<file path="config.mk">
export PLATFORM = sky130hd
export DESIGN_NAME = c8i_alu
export DESIGN_NICKNAME = d
export VERILOG_FILES = /design/src/rtl/chip8_interpreter_core_defines.svh /design/src/rtl/c8i_pkg.sv /design/src/rtl/c8i_alu.sv
export SDC_FILE = /design/constraint.sdc
export NUM_CORES = 1
export LEC_CHECK = 0
export BUFFER_PORTS_ARGS = -buffer_cell sky130_fd_sc_hd__buf_2
export CAP_MARGIN = 20
export CORE_ASPECT_RATIO = 1.5
export CORE_MARGIN = 3
export CORE_UTILIZATION = 50
export DETAILED_ROUTE_END_ITERATION = 16
export PLACE_DENSITY = 0.85
export SLEW_MARGIN = 20
export SYNTH_ARGS = -nofsm -noshare
export SYNTH_HDL_FRONTEND = slang
export SYNTH_SLANG_ARGS = --single-unit
</file>
<file path="constraint.sdc">
create_clock -name vclk -period 5.8
set_input_delay 0.58 -clock vclk [all_inputs]
set_output_delay 0.58 -clock vclk [all_outputs]
set_load 0.05 [all_outputs]
</file>
<file path="src/rtl/chip8_interpreter_core_defines.svh">
// assertion macros shared by the interpreter core rtl
// each macro samples on clk and is held off while arst_n is low
`ifndef CHIP8_INTERPRETER_CORE_DEFINES_SVH
`define CHIP8_INTERPRETER_CORE_DEFINES_SVH

// same-cycle implication
`define C8I_ASSERT_IMP(name, ante, cons, msg) \
	name: assert property (@(posedge clk) disable iff (!arst_n) (ante) |-> (cons)) \
		else $error(msg);

// next-cycle implication
`define C8I_ASSERT_NXT(name, ante, cons, msg) \
	name: assert property (@(posedge clk) disable iff (!arst_n) (ante) |=> (cons)) \
		else $error(msg);

`endif

</file>
<file path="src/rtl/c8i_pkg.sv">
// ----------------------------------------------------------------------------
// c8i_pkg
// shared types, codes and tables of the chip8 interpreter core
// ----------------------------------------------------------------------------
`default_nettype none

package c8i_pkg;

	localparam int unsigned SCREEN_COLS  = 64;
	localparam int unsigned SCREEN_ROWS  = 32;
	localparam int unsigned PROGRAM_BASE = 512;
	localparam int unsigned FONT_BASE    = 0;
	localparam int unsigned FONT_BYTES   = 80;

	localparam logic [1:0] MODE_EXEC = 2'd0;
	localparam logic [1:0] MODE_TICK = 2'd1;
	localparam logic [1:0] MODE_LOAD = 2'd2;
	localparam logic [1:0] MODE_READ = 2'd3;

	typedef enum logic [2:0] {
		ALU_ADD,
		ALU_SUB,
		ALU_OR,
		ALU_AND,
		ALU_XOR,
		ALU_SHR,
		ALU_SHL,
		ALU_PASS
	} alu_op_t;

	typedef struct packed {
		logic [1:0]  mode;
		logic [15:0] key_mask;
		logic [7:0]  random_byte;
		logic [11:0] load_address;
		logic [7:0]  load_data;
		logic [4:0]  row_select;
	} cmd_word_t;

	typedef struct packed {
		logic [11:0] program_counter;
		logic [15:0] fetched_opcode;
		logic        draw_flag;
		logic        unknown_opcode;
		logic        waiting_key;
		logic        sound_on;
		logic [63:0] row_pixels;
	} rsp_word_t;

	localparam logic [7:0] GLYPHS [FONT_BYTES] = '{
		8'hF0, 8'h90, 8'h90, 8'h90, 8'hF0, 8'h20, 8'h60, 8'h20, 8'h20, 8'h70,
		8'hF0, 8'h10, 8'hF0, 8'h80, 8'hF0, 8'hF0, 8'h10, 8'hF0, 8'h10, 8'hF0,
		8'h90, 8'h90, 8'hF0, 8'h10, 8'h10, 8'hF0, 8'h80, 8'hF0, 8'h10, 8'hF0,
		8'hF0, 8'h80, 8'hF0, 8'h90, 8'hF0, 8'hF0, 8'h10, 8'h20, 8'h40, 8'h40,
		8'hF0, 8'h90, 8'hF0, 8'h90, 8'hF0, 8'hF0, 8'h90, 8'hF0, 8'h10, 8'hF0,
		8'hF0, 8'h90, 8'hF0, 8'h90, 8'h90, 8'hE0, 8'h90, 8'hE0, 8'h90, 8'hE0,
		8'hF0, 8'h80, 8'h80, 8'h80, 8'hF0, 8'hE0, 8'h90, 8'h90, 8'h90, 8'hE0,
		8'hF0, 8'h80, 8'hF0, 8'h80, 8'hF0, 8'hF0, 8'h80, 8'hF0, 8'h80, 8'h80
	};

	function automatic logic [7:0] glyph(input logic [6:0] idx);
		return GLYPHS[idx];
	endfunction

	// decimal digit k of v: 0 hundreds, 1 tens, 2 ones
	function automatic logic [3:0] bcd_digit(input logic [7:0] v, input logic [1:0] k);
		logic [7:0] r;
		logic [3:0] h;
		logic [3:0] t;
		logic [7:0] o;
		if (v >= 8'd200) begin
			h = 4'd2;
			r = v - 8'd200;
		end else if (v >= 8'd100) begin
			h = 4'd1;
			r = v - 8'd100;
		end else begin
			h = 4'd0;
			r = v;
		end
		t = 4'd0;
		for (int d = 9; d >= 1; d--) begin
			if (t == 4'd0 && r >= 8'(d * 10))
				t = 4'(d);
		end
		o = r - 8'(t * 10);
		if (k == 2'd0)
			return h;
		else if (k == 2'd1)
			return t;
		else
			return o[3:0];
	endfunction

endpackage

`default_nettype wire

</file>
<file path="src/rtl/c8i_alu.sv">
// ----------------------------------------------------------------------------
// c8i_alu
// shared 12-bit arithmetic and logic unit with carry/borrow in bit 12
// ----------------------------------------------------------------------------
`default_nettype none

module c8i_alu (
	input  c8i_pkg::alu_op_t op,
	input  logic [11:0]      a,
	input  logic [11:0]      b,
	output logic [12:0]      y
);

	always_comb begin
		unique case (op)
			c8i_pkg::ALU_ADD:  y = {1'b0, a} + {1'b0, b};
			c8i_pkg::ALU_SUB:  y = {1'b0, a} - {1'b0, b};
			c8i_pkg::ALU_OR:   y = {1'b0, a | b};
			c8i_pkg::ALU_AND:  y = {1'b0, a & b};
			c8i_pkg::ALU_XOR:  y = {1'b0, a ^ b};
			c8i_pkg::ALU_SHR:  y = {2'b00, a[11:1]};
			c8i_pkg::ALU_SHL:  y = {a, 1'b0};
			c8i_pkg::ALU_PASS: y = {1'b0, b};
		endcase
	end

endmodule

`default_nettype wire

</file>
# Word-level counts from Yosys, hierarchy flattened
# Index checks and enable logic that the tools add are counted.
# word_totals
reg_bits	0
input_bits	27
word_cells	14
# op_classes
addsub	2
n_eq_ne	7
n_mux	1
bitwise_logic	3
n_reduce_logical	1
# op_table
cell	count
13-bit case mux with 8 select lines	1
12-bit by 12-bit adder with 13-bit output	1
12-bit by 12-bit subtractor with 13-bit output	1
12-bit AND	1
3-bit equality test, second input constant	4
12-bit OR	1
12-bit bitwise XOR	1
3-bit by 2-bit equality test with 1-bit output, second input constant	2
3-bit by 1-bit equality test with 1-bit output, second input constant	1
3-bit logical NOT	1

# Longest topological paths before layout
# depth
word_depth	2
depth_mapped	14
ltp_nobuf	12

# Least setup slack after synthesis
# OpenSTA, ideal clock, no wires.
# synth_timing
kind	input port to output port
from	input op[1]
to	output y[10]
arrival_ns	3.892
required_ns	5.220
path_slack_ns	1.328
stages	13
path_buffers	2
cell_sequence	buf_2 or2_2 buf_2 nor2_1 a31oi_1 xnor2_1 ha_1 a21o_1 a221oi_4 nor2_2 a31oi_1 xor2_1 o21ai_0
# synth_via
elab_chain_len	2
word_cells_on_any_way	9
classes_between	eq/ne: 7; mux: 1; reduce/logical: 1
# synth_rtl
item	line_no	text
start, declared	c8i_alu.sv:8	input c8i_pkg::alu_op_t op,
3-bit equality test (tied with other cells)	c8i_alu.sv:15	unique case (op)
13-bit case mux with 8 select lines *	c8i_alu.sv:15	
end, declared	c8i_alu.sv:11	output logic [12:0] y
# Every way passes the cells marked *; elsewhere a longest branch is shown, timed or not.

# Worst setup path in the final report
# layout_timing
from	input op[0]
to	output y[9]
# The elaborated chain is that of the path after synthesis.

==> results.sh <==
export IMPL_outcome="complete, no violations"
export IMPL_finalPower_w=0.000248
export IMPL_coreArea_um2=3280
export IMPL_final_setup_worst_slack_ns=1.31
export IMPL_start_util=0.541
export IMPL_routed_wl_mm=4.90
export IMPL_slew_headroom=0.588
export IMPL_slowest_delay_ns=0.43
export IMPL_synth_cells=241
export IMPL_power_leakage_nw=0.985
export IMPL_ir_worst_vdd_mv=0.0729
export IMPL_dieArea_um2=4320
export IMPL_fmax_mhz=223
export IMPL_hold_depth=4
export IMPL_mostFrequentLayoutCells="buf_2 (40), ha_1 (37), inv_1 (31)"
export IMPL_io_buffer_count=40
export IMPL_min_period_ns=4.49
export IMPL_dr_pass1_iters=4
export IMPL_overflow=0
export IMPL_fillCellCount=326
export IMPL_netlist_area_um2=1780
export IMPL_final_setup_viol_count=0
export IMPL_clkbuf_count=0
export IMPL_tightestPinTransition_ns=0.618
export IMPL_yosysSeqAreaShare=0
export IMPL_post_cts_buffers=0
export IMPL_grt_setup_unrepaired="false"
export IMPL_holdCritPathClass="in2out"
export IMPL_cts_resized=0
export IMPL_avgSynthCellArea_um2=7.37
export IMPL_max_cap_violations=0
export IMPL_cp_cell_sequence="buf_2, inv_1, nor2_1, mux2i_1, ha_1, nor2b_1, o2111ai_1, a32oi_1, a21boi_0, xor2_1, o2111ai_1, buf_2"
export IMPL_dp_hpwl_mm=3.93
export IMPL_num_vias=1889
export IMPL_antenna_found_initial=0
export IMPL_slowest_stage="buf_2"
export IMPL_slew_violations=0
export IMPL_fin_crit_sh=0.774
export IMPL_dp_cells=309
export IMPL_die_w_um=54.7
export IMPL_cp_top_family="buffers and inverters"
export IMPL_antenna_cells=0
export IMPL_postRouteAntennaNets=0
export IMPL_required_ns=5.22
export IMPL_synth_warnings=0
export IMPL_end_kind="output pin"
export IMPL_grt_pass1_vias=1836
export IMPL_synth_cell_type_count=46
export IMPL_grt_use_total=0.240
export IMPL_path_buf_inv=3
export IMPL_io_pins=40
export IMPL_pre_cts_slack_ns=1.39
export IMPL_drc_errors=0
export IMPL_routed_via_density=6.11
export IMPL_grt_max_degree=35
export IMPL_die_h_um=79.0
export IMPL_grt_first_pass_wirelength_mm=8.12
export IMPL_fin_util=0.602
export IMPL_design_seq_count=0
export IMPL_power_density_nw_per_um2=125
export IMPL_critPathKind="in2out"
export IMPL_post_drt_wl_per_cell_um=15.9
export IMPL_crit_path_start_kind="input pin"
export IMPL_min_to="y[12]"
export IMPL_num_nets_final=336
export IMPL_drive_gt1_frac=0.216
export IMPL_area_growth_pct=11.3
export IMPL_worstHoldStart="a[11]"
export IMPL_cp_arrival_ns=3.91
export IMPL_place_congestion=0.968
export IMPL_drt_iter0_drc=74
export IMPL_fin_tns_setup_ns=0
export IMPL_mostFrequentLayoutCell="buf_2"
export IMPL_hold_viol=0
export IMPL_final_cells=309
export IMPL_path_max_fanout=29
export IMPL_synth_net_count=306
export IMPL_num_rows=25
export IMPL_postCtsHoldBufs=0
export IMPL_final_seq_area_um2=0
[how the worst max path moves through the flow]
stage                        to  depth (start not counted)   from
final                      y[9]                         12  op[0]
after detailed placement   y[9]                         12  op[0]
after floorplan           y[10]                         13  op[1]
after global routing       y[9]                         12  op[0]
after CTS                  y[9]                         12  op[0]
after global placement    y[12]                         13  op[0]
[layout make-up]
class                           instances  area, µm²  area share
Multi-Input combinational cell        198       1610       0.815
Tap cell                               40       50.0      0.0253
Inverter                               31        116      0.0588
Timing Repair Buffer                   40        200       0.101
[through the flow]
| stage | hold slack [ns] | area (µm²) |
|---|---|---|
| final | 1.66 | 1980 |
| after global routing | 1.69 | 1980 |
| after CTS | 1.66 | 1980 |
| after detailed placement | 1.66 | 1980 |
| after global placement | 1.66 | 1980 |
| after floorplan | 1.54 | 1780 |
[power breakdown]
part	internal, W	switching (W)	total (W)
sequential	0	0	0
clock	0	0	0
combinational	0.0000895	0.000158	0.000248
[Yosys cell counts, types with 3 or more instances]
master	instances	area share
ha_1	37	0.26
inv_1	31	0.065
nand2_1	18	0.038
o21ai_0	17	0.048
a21oi_1	15	0.042
nor2_1	15	0.032
xnor2_1	14	0.069
clkbuf_1	8	0.017
mux2_2	8	0.051
xor2_1	7	0.035
mux2i_1	6	0.034
a221oi_1	5	0.025
a31oi_1	5	0.018
a22oi_1	4	0.017
o22ai_1	4	0.014
a211oi_1	3	0.013
a21o_1	3	0.013
buf_2	3	0.0084
mux4_2	3	0.038
o2111ai_1	3	0.015
[layer usage]
metal / share of wire / track usage / up-vias
met5: 0 / 0 / -
met4: 0.019 / 0.0723 / 0
met3: 0.037 / 0.00563 / 8
met2: 0.55 / 0.442 / 51
met1: 0.39 / 0.283 / 899
li1: - / - / 931
[cells by family after synthesis]
| group | Yosys count | share of synthesized area |
|---|---|---|
| buffers and inverters | 43 | 0.0930 |
| XOR/XNOR | 21 | 0.104 |
| adder cells (fa/ha/maj) | 38 | 0.272 |
| multiplexers | 17 | 0.123 |
| AO/OA/AOI/OAI | 74 | 0.287 |
| AND/OR/NAND/NOR | 48 | 0.122 |
Power figures use the tool's default switching activity.
